File: src/hdl/gdd_pkg.sv
// gdd_pkg: shared types, constants and calendar tables for the date difference core
// no dependencies; used by every file under hdl

package gdd_pkg;

    localparam int unsigned DAY_W   = 5;
    localparam int unsigned MONTH_W = 4;
    localparam int unsigned YEAR_W  = 14;
    localparam int unsigned COUNT_W = 22;
    // day numbers reach about 366 * 2**YEAR_W, one bit more than the count
    localparam int unsigned DAYNUM_W = COUNT_W + 1;
    // quotient of a year by 100
    localparam int unsigned QUOT_W = 8;

    localparam int unsigned DEFAULT_MAX_YEAR = 9999;

    // floor(y / 100) == (y * RECIP_100) >> RECIP_SHIFT for every 14-bit y
    localparam int unsigned RECIP_SHIFT = 19;
    localparam int unsigned RECIP_100   = 5243;

    localparam logic [MONTH_W-1:0] MONTH_JAN = MONTH_W'(1);
    localparam logic [MONTH_W-1:0] MONTH_FEB = MONTH_W'(2);
    localparam logic [MONTH_W-1:0] MONTH_DEC = MONTH_W'(12);

    typedef enum logic [2:0] {
        ST_IDLE,
        ST_MUL,
        ST_LEAP,
        ST_SUM,
        ST_DIFF
    } state_t;

    // commands from the controller to the datapath
    typedef struct packed {
        logic load;    // capture the request
        logic sel;     // 0 works on the first date, 1 on the second
        logic mul;     // year quotients by 100
        logic leap;    // leap flag and year base
        logic sum;     // day number and validity of the selected date
        logic diff;    // write the result register
    } cmd_t;

    // days in the months before month m of a common year
    function automatic logic [8:0] days_before(input logic [MONTH_W-1:0] m);
        logic [8:0] r;
        begin
            case (m)
                4'd2:    r = 9'd31;
                4'd3:    r = 9'd59;
                4'd4:    r = 9'd90;
                4'd5:    r = 9'd120;
                4'd6:    r = 9'd151;
                4'd7:    r = 9'd181;
                4'd8:    r = 9'd212;
                4'd9:    r = 9'd243;
                4'd10:   r = 9'd273;
                4'd11:   r = 9'd304;
                4'd12:   r = 9'd334;
                default: r = 9'd0;
            endcase
            return r;
        end
    endfunction

    function automatic logic [DAY_W-1:0] month_len(input logic [MONTH_W-1:0] m,
                                                   input logic leap);
        logic [DAY_W-1:0] r;
        begin
            case (m)
                4'd2:                   r = leap ? DAY_W'(29) : DAY_W'(28);
                4'd4, 4'd6, 4'd9, 4'd11: r = DAY_W'(30);
                default:                r = DAY_W'(31);
            endcase
            return r;
        end
    endfunction

endpackage

File: src/hdl/gdd_ctrl.sv
// gdd_ctrl: sequencer for the date difference core
// depends on gdd_pkg; drives gdd_datapath through gdd_pkg::cmd_t

module gdd_ctrl (
    input  logic           clk,
    input  logic           rst_n,
    input  logic           in_valid,
    output logic           in_stall,
    output logic           out_valid,
    input  logic           out_stall,
    output gdd_pkg::cmd_t  cmd
);

    gdd_pkg::state_t state_reg, state_next;
    logic            sel_reg, sel_next;
    logic            out_valid_reg, out_valid_next;

    always_ff @(posedge clk or negedge rst_n)
    begin
        if (!rst_n)
        begin
            state_reg     <= gdd_pkg::ST_IDLE;
            sel_reg       <= 1'b0;
            out_valid_reg <= 1'b0;
        end
        else
        begin
            state_reg     <= state_next;
            sel_reg       <= sel_next;
            out_valid_reg <= out_valid_next;
        end
    end

    always_comb
    begin
        state_next     = state_reg;
        sel_next       = sel_reg;
        out_valid_next = out_valid_reg && out_stall;
        cmd            = '0;
        cmd.sel        = sel_reg;
        case (state_reg)
            gdd_pkg::ST_IDLE:
            begin
                if (in_valid)
                begin
                    cmd.load   = 1'b1;
                    sel_next   = 1'b0;
                    state_next = gdd_pkg::ST_MUL;
                end
            end
            gdd_pkg::ST_MUL:
            begin
                cmd.mul    = 1'b1;
                state_next = gdd_pkg::ST_LEAP;
            end
            gdd_pkg::ST_LEAP:
            begin
                cmd.leap   = 1'b1;
                state_next = gdd_pkg::ST_SUM;
            end
            gdd_pkg::ST_SUM:
            begin
                cmd.sum = 1'b1;
                if (sel_reg)
                begin
                    state_next = gdd_pkg::ST_DIFF;
                end
                else
                begin
                    sel_next   = 1'b1;
                    state_next = gdd_pkg::ST_MUL;
                end
            end
            gdd_pkg::ST_DIFF:
            begin
                // wait until the result register is free or being drained
                if (!out_valid_reg || !out_stall)
                begin
                    cmd.diff       = 1'b1;
                    out_valid_next = 1'b1;
                    state_next     = gdd_pkg::ST_IDLE;
                end
            end
            default:
            begin
                state_next = gdd_pkg::ST_IDLE;
            end
        endcase
    end

    assign in_stall  = (state_reg != gdd_pkg::ST_IDLE);
    assign out_valid = out_valid_reg;

endmodule

File: src/hdl/gdd_datapath.sv
// gdd_datapath: day number arithmetic, validity check and result register
// depends on gdd_pkg; sequenced by gdd_ctrl

module gdd_datapath #(
    parameter int unsigned MAX_YEAR = gdd_pkg::DEFAULT_MAX_YEAR
) (
    input  logic                         clk,
    input  gdd_pkg::cmd_t                cmd,
    input  logic [gdd_pkg::DAY_W-1:0]    first_day,
    input  logic [gdd_pkg::MONTH_W-1:0]  first_month,
    input  logic [gdd_pkg::YEAR_W-1:0]   first_year,
    input  logic [gdd_pkg::DAY_W-1:0]    second_day,
    input  logic [gdd_pkg::MONTH_W-1:0]  second_month,
    input  logic [gdd_pkg::YEAR_W-1:0]   second_year,
    output logic [gdd_pkg::COUNT_W-1:0]  day_count,
    output logic                         date_invalid
);

    localparam int unsigned YW = gdd_pkg::YEAR_W;
    localparam int unsigned QW = gdd_pkg::QUOT_W;
    localparam int unsigned NW = gdd_pkg::DAYNUM_W;
    localparam int unsigned CW = gdd_pkg::COUNT_W;
    localparam int unsigned PW = YW + gdd_pkg::RECIP_SHIFT;

    logic [gdd_pkg::DAY_W-1:0]   d1_reg, d2_reg;
    logic [gdd_pkg::MONTH_W-1:0] m1_reg, m2_reg;
    logic [YW-1:0]               y1_reg, y2_reg;
    logic [QW-1:0]               yq_reg, pq_reg;
    logic                        leap_reg;
    logic [NW-1:0]               base_reg;
    logic [NW-1:0]               na_reg, nb_reg;
    logic                        bad_reg;
    logic [CW-1:0]               count_reg;
    logic                        invalid_reg;

    logic [gdd_pkg::DAY_W-1:0]   d;
    logic [gdd_pkg::MONTH_W-1:0] m;
    logic [YW-1:0]               y, p, rem;
    logic [PW-1:0]               yprod, pprod;
    logic                        ok;
    logic [NW-1:0]               base_next, n_next, diff;

    assign d = cmd.sel ? d2_reg : d1_reg;
    assign m = cmd.sel ? m2_reg : m1_reg;
    assign y = cmd.sel ? y2_reg : y1_reg;
    assign p = y - YW'(1);

    // divide by 100 through a reciprocal multiply
    assign yprod = PW'(y) * PW'(gdd_pkg::RECIP_100);
    assign pprod = PW'(p) * PW'(gdd_pkg::RECIP_100);

    assign rem = y - YW'(yq_reg) * YW'(100);

    assign base_next = NW'(p) * NW'(365) + NW'(p >> 2) - NW'(pq_reg) + NW'(pq_reg >> 2);

    assign ok = (y != '0) && (32'(y) <= MAX_YEAR)
                && (m >= gdd_pkg::MONTH_JAN) && (m <= gdd_pkg::MONTH_DEC)
                && (d != '0) && (d <= gdd_pkg::month_len(m, leap_reg));

    assign n_next = base_reg + NW'(gdd_pkg::days_before(m))
                    + NW'((m > gdd_pkg::MONTH_FEB) && leap_reg) + NW'(d) - NW'(1);

    assign diff = (na_reg > nb_reg) ? (na_reg - nb_reg) : (nb_reg - na_reg);

    always_ff @(posedge clk)
    begin
        if (cmd.load)
        begin
            d1_reg <= first_day;
            m1_reg <= first_month;
            y1_reg <= first_year;
            d2_reg <= second_day;
            m2_reg <= second_month;
            y2_reg <= second_year;
        end
        if (cmd.mul)
        begin
            yq_reg <= yprod[gdd_pkg::RECIP_SHIFT +: QW];
            pq_reg <= pprod[gdd_pkg::RECIP_SHIFT +: QW];
        end
        if (cmd.leap)
        begin
            // divisible by 400 is divisible by 100 with a quotient divisible by 4
            leap_reg <= (y[1:0] == 2'b00) && ((rem != '0) || (yq_reg[1:0] == 2'b00));
            base_reg <= base_next;
        end
        if (cmd.sum)
        begin
            if (cmd.sel)
            begin
                nb_reg  <= n_next;
                bad_reg <= bad_reg || !ok;
            end
            else
            begin
                na_reg  <= n_next;
                bad_reg <= !ok;
            end
        end
        if (cmd.diff)
        begin
            invalid_reg <= bad_reg;
            if (bad_reg)
                count_reg <= '0;
            else if (diff[NW-1])
                count_reg <= '1;
            else
                count_reg <= diff[CW-1:0];
        end
    end

    assign day_count    = count_reg;
    assign date_invalid = invalid_reg;

endmodule

File: src/hdl/gregorian_date_difference_core.sv
// gregorian_date_difference_core: top level of the date difference core
// depends on gdd_pkg, gdd_ctrl and gdd_datapath
//
// usage
//   input channel: one request carries two dates (day, month, year each);
//   it is taken at a rising edge with in_valid high and in_stall low
//   output channel: one result per request, day_count and date_invalid,
//   taken at a rising edge with out_valid high and out_stall low
//   each date becomes a day number counted from 1 January of year 1; the
//   result is the absolute difference, saturated to 22 bits
//   a date with a bad day, month or year (year above MAX_YEAR included)
//   gives date_invalid high and day_count zero
//   the shared day number unit takes three steps per date (quotient multiply,
//   leap and year base, month and day sum) and one more step forms the
//   difference; the core takes no new request until the last one is done
//   and it is back in idle; in_stall is high while a request is in work
//   a finished result sits in the output register while the next request
//   is taken; if the receiver still stalls when the next result is ready,
//   the core holds in its final step until the register drains
//   reset: asynchronous, active low; clears the sequencer and out_valid

module gregorian_date_difference_core #(
    parameter int unsigned MAX_YEAR = gdd_pkg::DEFAULT_MAX_YEAR
) (
    input  logic                         clk,
    input  logic                         rst_n,
    input  logic                         in_valid,
    output logic                         in_stall,
    input  logic [gdd_pkg::DAY_W-1:0]    first_day,
    input  logic [gdd_pkg::MONTH_W-1:0]  first_month,
    input  logic [gdd_pkg::YEAR_W-1:0]   first_year,
    input  logic [gdd_pkg::DAY_W-1:0]    second_day,
    input  logic [gdd_pkg::MONTH_W-1:0]  second_month,
    input  logic [gdd_pkg::YEAR_W-1:0]   second_year,
    output logic                         out_valid,
    input  logic                         out_stall,
    output logic [gdd_pkg::COUNT_W-1:0]  day_count,
    output logic                         date_invalid
);

    gdd_pkg::cmd_t cmd;

    // sequencer: handshakes and step order
    gdd_ctrl u_ctrl (
        .clk       (clk),
        .rst_n     (rst_n),
        .in_valid  (in_valid),
        .in_stall  (in_stall),
        .out_valid (out_valid),
        .out_stall (out_stall),
        .cmd       (cmd)
    );

    // arithmetic and result register
    gdd_datapath #(
        .MAX_YEAR (MAX_YEAR)
    ) u_datapath (
        .clk          (clk),
        .cmd          (cmd),
        .first_day    (first_day),
        .first_month  (first_month),
        .first_year   (first_year),
        .second_day   (second_day),
        .second_month (second_month),
        .second_year  (second_year),
        .day_count    (day_count),
        .date_invalid (date_invalid)
    );

endmodule

File: config.mk
export PLATFORM = sky130hd
export DESIGN_NAME = gregorian_date_difference_core
export DESIGN_NICKNAME = d
export VERILOG_FILES = /design/src/hdl/gdd_pkg.sv /design/src/hdl/gdd_ctrl.sv /design/src/hdl/gdd_datapath.sv /design/src/hdl/gregorian_date_difference_core.sv
export SDC_FILE = /design/constraint.sdc
export NUM_CORES = 1
export LEC_CHECK = 0
export BUFFER_PORTS_ARGS = -buffer_cell sky130_fd_sc_hd__buf_2
export CAP_MARGIN = 5
export CORE_MARGIN = 2
export CORE_UTILIZATION = 45
export DETAILED_ROUTE_END_ITERATION = 6
export GPL_TIMING_DRIVEN = 0
export MAX_ROUTING_LAYER = met4
export PLACE_DENSITY = 0.57
export SLEW_MARGIN = 20
export SYNTH_ARGS = -nofsm -noshare
export SYNTH_HDL_FRONTEND = slang
export SYNTH_HIERARCHICAL = 1
export SYNTH_SLANG_ARGS = --single-unit
File: constraint.sdc
create_clock -name clk -period 13.6 [get_ports clk]
set_clock_uncertainty 0.1 [all_clocks]
set_input_delay 2.04 -clock clk [delete_from_list [all_inputs] [get_ports clk]]
set_output_delay 2.04 -clock clk [all_outputs]
set_load 0.01 [all_outputs]
## After elaboration in Yosys (flattened, before gate mapping)

Memories as Yosys holds them, arrays and structs flattened.
Cells that the tools add are included.

- Add/subtract/negate cells: 11
- Multipliers: 4
- Order comparisons: 6
- Eq/ne operators: 11
- Multiplexer cells: 23
- Bitwise operators: 1
- Reductions and logical operators: 27

Operators with widths:

| cell | number |
|---|---|
| multiplier 14 x 13 -> 27 bit (second input constant) | 2 |
| subtractor 23 bit | 2 |
| nonzero test 14 bit | 2 |
| adder 23 x 1 -> 23 bit | 1 |
| adder 23 x 12 -> 23 bit | 1 |
| adder 23 x 5 -> 23 bit | 1 |
| adder 23 x 6 -> 23 bit | 1 |
| adder 23 x 9 -> 23 bit | 1 |
| > comparator 23 bit | 1 |
| multiplier 14 x 9 -> 23 bit (second input constant) | 1 |
| two-way mux 23 bit | 1 |
| subtractor 23 x 1 -> 23 bit (second input constant) | 1 |
| subtractor 23 x 8 -> 23 bit | 1 |
| two-way mux 22 bit | 1 |
| case mux 3 bit (5 select lines) | 1 |
| <= comparator 14 bit (second input constant) | 1 |
| two-way mux 14 bit | 1 |
| subtractor 14 x 1 -> 14 bit (second input constant) | 1 |
| subtractor 14 bit | 1 |
| multiplier 8 x 5 -> 12 bit (second input constant) | 1 |
| two-way mux 1 bit | 12 |
| two-way mux 3 bit | 3 |
| equality test 4 x 3 -> 1 bit (second input constant) | 2 |
| equality test 4 bit (second input constant) | 2 |
| other kinds (25) | 41 |

- Flip-flop bits (word level): 161
- Memory bits (read-only): 144
- Input port bits: 50
- Output and inout bits: 25
- Word-level logic and storage cells: 102
- Memories: 1

Memory list:

| memory | depth | bits a word | rd ports | clocked after memory_dff | wr ports | RTL line | source |
|---|---|---|---|---|---|---|---|
| (name not given) | 16 | 9 | 1 | 0 | 0 | gdd_pkg.sv:47 | `case (m)` |

## Logic depth before layout (Yosys ltp)

- Depth after elaboration: 10
- Mapped depth: 31
- Depth with buffers taken out: 27

## Modules after synthesis

Netlist, hierarchy kept.

By module, submodules not included:

| module | times used | cells each | area an instance (µm²) | sequential area each (µm²) |
|---|---|---|---|---|
| gdd_datapath | 1 | 2050 | 20995.1 | 4684.5 |
| gdd_ctrl | 1 | 29 | 309.0 | 125.1 |

## Worst setup path before layout

Ideal clock, no wire load.

- Path type: register to register
- Start point: register u_ctrl.sel_reg
- End point: register u_datapath.base_reg[21], data pin
- Arrival time: 8.064 ns
- Slack: 5.159 ns
- Stages on the path, launching flop included: 28
- Clock period less this slack: 8.441 ns
- Cells stage by stage: dfrtp_1 > buf_4 > clkbuf_1 > clkbuf_1 > buf_1 > mux2i_1 > ha_1 > and3_1 > nand2_1 > xnor2_1 > ha_1 > inv_1 > fa_1 > inv_1 > fa_1 > fa_1 > inv_1 > fa_1 > inv_1 > ha_1 > a21o_1 > a21o_1 > a21oi_1 > nor2b_1 > a211o_1 > a21o_1 > a21oi_1 > o311ai_0

- Cells in the longest elaborated chain, start to end: 6

Ends and longest elaborated chain:

| element | RTL line | source |
|---|---|---|
| start, declared | gdd_ctrl.sv:15 | `logic sel_reg, sel_next;` |
| start signal, assigned | gdd_ctrl.sv:29 | `sel_reg <= sel_next;` |
| two-way mux 14 bit * | gdd_datapath.sv:45 | `assign y = cmd.sel ? y2_reg : y1_reg;` |
| subtractor 14 x 1 -> 14 bit * | gdd_datapath.sv:46 | `assign p = y - YW'(1);` |
| multiplier 14 x 9 -> 23 bit | gdd_datapath.sv:54 | `assign base_next = NW'(p) * NW'(365) + NW'(p >> 2) - NW'(pq_reg) + NW'(pq_reg >> 2);` |
| adder 23 x 12 -> 23 bit * | gdd_datapath.sv:54 |  |
| subtractor 23 x 8 -> 23 bit * | gdd_datapath.sv:54 |  |
| adder 23 x 6 -> 23 bit * | gdd_datapath.sv:54 |  |
| via u_datapath.base_next[21] | gdd_datapath.sv:41 | `logic [NW-1:0] base_next, n_next, diff;` |
| end signal, assigned | gdd_datapath.sv:85 | `base_reg <= base_next;` |
| end, declared | gdd_datapath.sv:30 | `logic [NW-1:0] base_reg;` |

The timed path passes the listed nets; every way through them passes the cells marked *.
A chain may end at the register's enable or synchronous reset.

## Worst setup path in the final report

- Start point: register u_ctrl.sel_reg
- End point: register u_datapath.pq_reg[0], data pin

- Cells in the longest elaborated chain, start to end: 3

Ends and longest elaborated chain:

| element | RTL line | source |
|---|---|---|
| two-way mux 14 bit | gdd_datapath.sv:45 |  |
| subtractor 14 x 1 -> 14 bit | gdd_datapath.sv:46 |  |
| multiplier 14 x 13 -> 27 bit | gdd_datapath.sv:50 | `assign pprod = PW'(p) * PW'(gdd_pkg::RECIP_100);` |
| via u_datapath.pprod[19] | gdd_datapath.sv:39 | `logic [PW-1:0] yprod, pprod;` |
| end signal, assigned | gdd_datapath.sv:79 | `pq_reg <= pprod[gdd_pkg::RECIP_SHIFT +: QW];` |
| end, declared | gdd_datapath.sv:28 | `logic [QW-1:0] yq_reg, pq_reg;` |

The timed path passes the listed nets, and every way through them passes these cells.

==> results.md <==
- The number of buffers created by CTS is 17.
- The first-pass detailed-route iteration total is 7.
- The number of enable-type register cells in the synthesized netlist is about 160.
- The max-capacitance violation count is 0.
- In this run, post-CTS repair resized a total of 0 instances.
- The maximum clock path buffer count is 2.
- The number of cells on the worst hold path is 2.
- The final sum of negative setup slack is 0 ps.
- The count of pins on the block boundary is 75.
- The share of the clock period used by the worst path is about four fifths.
- The run finished, with violations left.
- The post-route netlist has 9.60% of its cells at a drive strength greater than 1.
- The count of hold-fix buffers inserted at cts is 0.
- The average cell area after synthesis is 10.2 µm².
- Together, buffers and inverters on the worst path number 6.
- The routed design could run at a clock period as short as roughly 11,000 ps.
- In this run the critical register-to-register path is captured at u_datapath/pq_reg[0]$_DFFE_PP_.
- The post-detailed-route via-to-cell ratio is between 5 and 6.
- The aggregate global-route resource usage is between 15 and 20%.
- After detailed routing, the average wire length per cell comes to 16.1 µm.
- The dominant delay contributor by cell family on the critical path is adder cells.
- The area of combinational cells with multiple inputs is 14,600 µm².
- The via count of the first global-routing pass is 15,305.
- Entering global routing, the biggest net connects 24 pins.
- The maximum clock rate is 92.9 MHz.
- Row generation in the floorplan step produced 79 rows.
- The count of H-tree levels built during CTS is 4.
- The endpoint type of the worst setup path is a flip-flop.
- Data on the critical path is required at its endpoint by 13,630 ps.
- The first global-routing pass estimated roughly 76,000 µm of wire.
- The number of design-rule violations left by the first detailed-router iteration is 676.
- Measured against its own limit, the worst slew margin works out to between 20% and 30%.
- The number of placed instances, taps included is ~2,800.
- The share of synthesized area in the top cell type comes to 24.8%.
- The final max-slew violation count is 0.
- Yosys mapped the design onto 74 distinct sky130hd cell types.
- The library cells used most frequently in the layout, excluding fill and tap cells, are sky130_fd_sc_hd__inv_1, sky130_fd_sc_hd__ha_1, sky130_fd_sc_hd__fa_1, sky130_fd_sc_hd__edfxtp_1, sky130_fd_sc_hd__a21oi_1.
- For this design, the slowest cell found on the critical path is sky130_fd_sc_hd__mux2i_1.
- Global routing finished with a remaining overflow of 0.
- The reg2reg setup slack is about 2800 ps.
- The initial antenna violation count came to 0.
- Registers take 4810 µm².
- The path class of the tightest hold or removal check is flip-flop to flip-flop.
- The net count of the mapped netlist is roughly 2,800.
- The type of the setup path with the least slack is flip-flop to flip-flop.
- Leaving out filler cells and counting taps, the final layout contains 2,806.
- The final reports fail on DRC.
- The overall via count from detail_route is roughly 14,000.
- Setup repair after global routing left no endpoint under its margin.
- The library cell with the largest summed area after synthesis is sky130_fd_sc_hd__ha_1.
- The startpoint of the most critical register-to-register path is u_ctrl/sel_reg$_DFFE_PN0P_.
- In this run the post-CTS setup repair buffer count came out at 0.
- The total area inside the core boundary comes to 46,700 µm².
- The DRC violation count after routing is 5.
- Relative to the synthesized area, the layout overhead comes to 9.27%.
- The data arrival at the endpoint of the critical path is 10,800 ps.
- The total number of clock tree sinks is 161.
- At the pin with the least slew margin, the transition time is 1100 ps.
- The endpoint of the worst hold path is u_ctrl/state_reg[0]$_DFFE_PN0P_.
- The library cell used most frequently in the layout, excluding fill and tap cells, is sky130_fd_sc_hd__inv_1.
- The die height is ~220 µm.
- Sorting the synthesized cells by area gives the leading types as sky130_fd_sc_hd__ha_1, sky130_fd_sc_hd__edfxtp_1, sky130_fd_sc_hd__fa_1.
- During synthesis, Yosys emitted a total of 6 warnings.
- CTS placed an instance of sky130_fd_sc_hd__clkbuf_16 at the clock tree root.
- In this run the remaining antenna-violating nets after routing total 0.
- The synthesized netlist occupies a cell area of 21,300 µm².
- The initial core utilization is roughly 46%.
- The largest driver fanout on the critical path is 10.
- The worst slack on hold paths is around 490 ps.
- The proportion of synthesized flip-flops having asynchronous set or reset is a little over 3%.
- The fraction of the yosys area taken by sequential cells is 22.6%.
- Setup violations remaining at the end of the flow were counted as 0.
- The number of hold violations in the final report is 0.
- Detailed placement finished with a half-perimeter wire length of 39,000 µm.
- The global placer's final weighted congestion is about 0.9.
- In this design, the stage delay of the slowest critical-path cell is 990 ps.
- The post-synthesis instance total is just over 2,000.
- Fill cells in the final layout number 4,279.
- The wire length after detailed routing is ~45,000 µm.
- The predominant post-synthesis flop cell is sky130_fd_sc_hd__edfxtp_1.
- The worst hold path begins at u_ctrl/state_reg[2]$_DFFE_PN0P_.
- The clock-pin slew of the registers on the worst-case setup and hold paths is 70 ps.
- The number of antenna cells inserted is 0.
- TritonCTS built the clock tree.
- The area of the die is 49,100 µm².
- The count of buffers added on input and output ports is 74.
- The depth of the worst register-to-register path is 25.
- For this run, the post-layout net count is 2,871.
- The post-synthesis sequential element count is 161.
- Counting stages on the worst path, the most repeated cell is sky130_fd_sc_hd__fa_1.
- The die is 222 µm wide.
- For the worst-skew pair, the clock arrives at the later sink with an insertion delay of 460 ps.
- The critical path startpoint category is a flip-flop.
==> worst max path at each step <==
stage               slack [ps]                  startpoint                                 to  depth (start not counted)
finish                    2830  u_ctrl/sel_reg$_DFFE_PN0P_     u_datapath/pq_reg[0]$_DFFE_PP_                         25
CTS                       2880  u_ctrl/sel_reg$_DFFE_PN0P_     u_datapath/pq_reg[0]$_DFFE_PP_                         25
floorplan                 5160  u_ctrl/sel_reg$_DFFE_PN0P_  u_datapath/base_reg[21]$_DFFE_PP_                         27
global route              2270  u_ctrl/sel_reg$_DFFE_PN0P_     u_datapath/pq_reg[0]$_DFFE_PP_                         25
global placement          2050  u_ctrl/sel_reg$_DFFE_PN0P_     u_datapath/pq_reg[0]$_DFFE_PP_                         25
detailed placement        2950  u_ctrl/sel_reg$_DFFE_PN0P_     u_datapath/pq_reg[0]$_DFFE_PP_                         25
==> worst reg2reg max path: cells and delay by family (launching register included) <==
family | cells | cell delay (ps)
and+or+nand+nor | 3 | 420
AOI/OAI and AO/OA | 7 | 2450
DFF | 1 | 430
muxes | 1 | 990
adders and majority gates | 7 | 3120
xor gates and xnor gates | 1 | 640
buffers and inverters | 6 | 2280
==> metal layers <==
| metal | GRT usage (%) | share of wire, % | vias up |
|---|---|---|---|
| met5 | - | 0 | - |
| met4 | 5.60 | 2.1 | 0 |
| met3 | 1.79 | 1.9 | 55 |
| met2 | 36.1 | 52 | 200 |
| met1 | 23.3 | 44 | 7010 |
| li1 | - | - | 7110 |
==> per-stage QoR <==
step	instance area [µm²]	setup WS, ps	utilization, %
floorplan	21300	5160	-
global placement	22400	2050	48.1
detailed placement	22700	2950	48.7
CTS	23300	2880	49.9
global route	23300	2270	49.9
finish	23300	2830	49.9
==> cell usage after synthesis, drive strengths merged (13+ instances only) <==
master / count
ha: 423
a211oi: 13
a21o: 22
fa: 211
nor3: 23
a21oi: 122
xnor2: 73
nor2: 73
mux2i: 31
o21ai: 58
xor2: 32
nand2: 73
a31oi: 15
nand3: 37
o21a: 18
buf: 23
nor2b: 14
inv: 495
edfxtp: 156
==> cells by family (layout without fill, tap and decap cells) <==
family | Yosys count | count (layout) | synth area share (%)
AND/OR/NAND/NOR | 280 | 280 | 6.54
flip-flops | 161 | 161 | 22.6
buffers and inverters | 529 | 649 | 9.67
XOR/XNOR | 105 | 105 | 4.35
multiplexers | 39 | 39 | 1.88
AO/OA/AOI/OAI | 331 | 331 | 10.3
adder cells (fa/ha/maj) | 634 | 634 | 44.7
==> final cells by class <==
| type | count | share of cell area [%] |
|---|---|---|
| multi-input combinational | 1389 | 62.6 |
| clock buffer | 18 | 1.84 |
| inverter | 495 | 7.98 |
| clock inverter | 13 | 0.543 |
| tap | 607 | 3.26 |
| timing repair buffer | 89 | 2.27 |
| buffer | 34 | 0.865 |
| sequential | 161 | 20.7 |
Power is left out: the tool's default activity adds up to more than one toggle a clock period on the data nets, which glitch-free logic cannot reach.
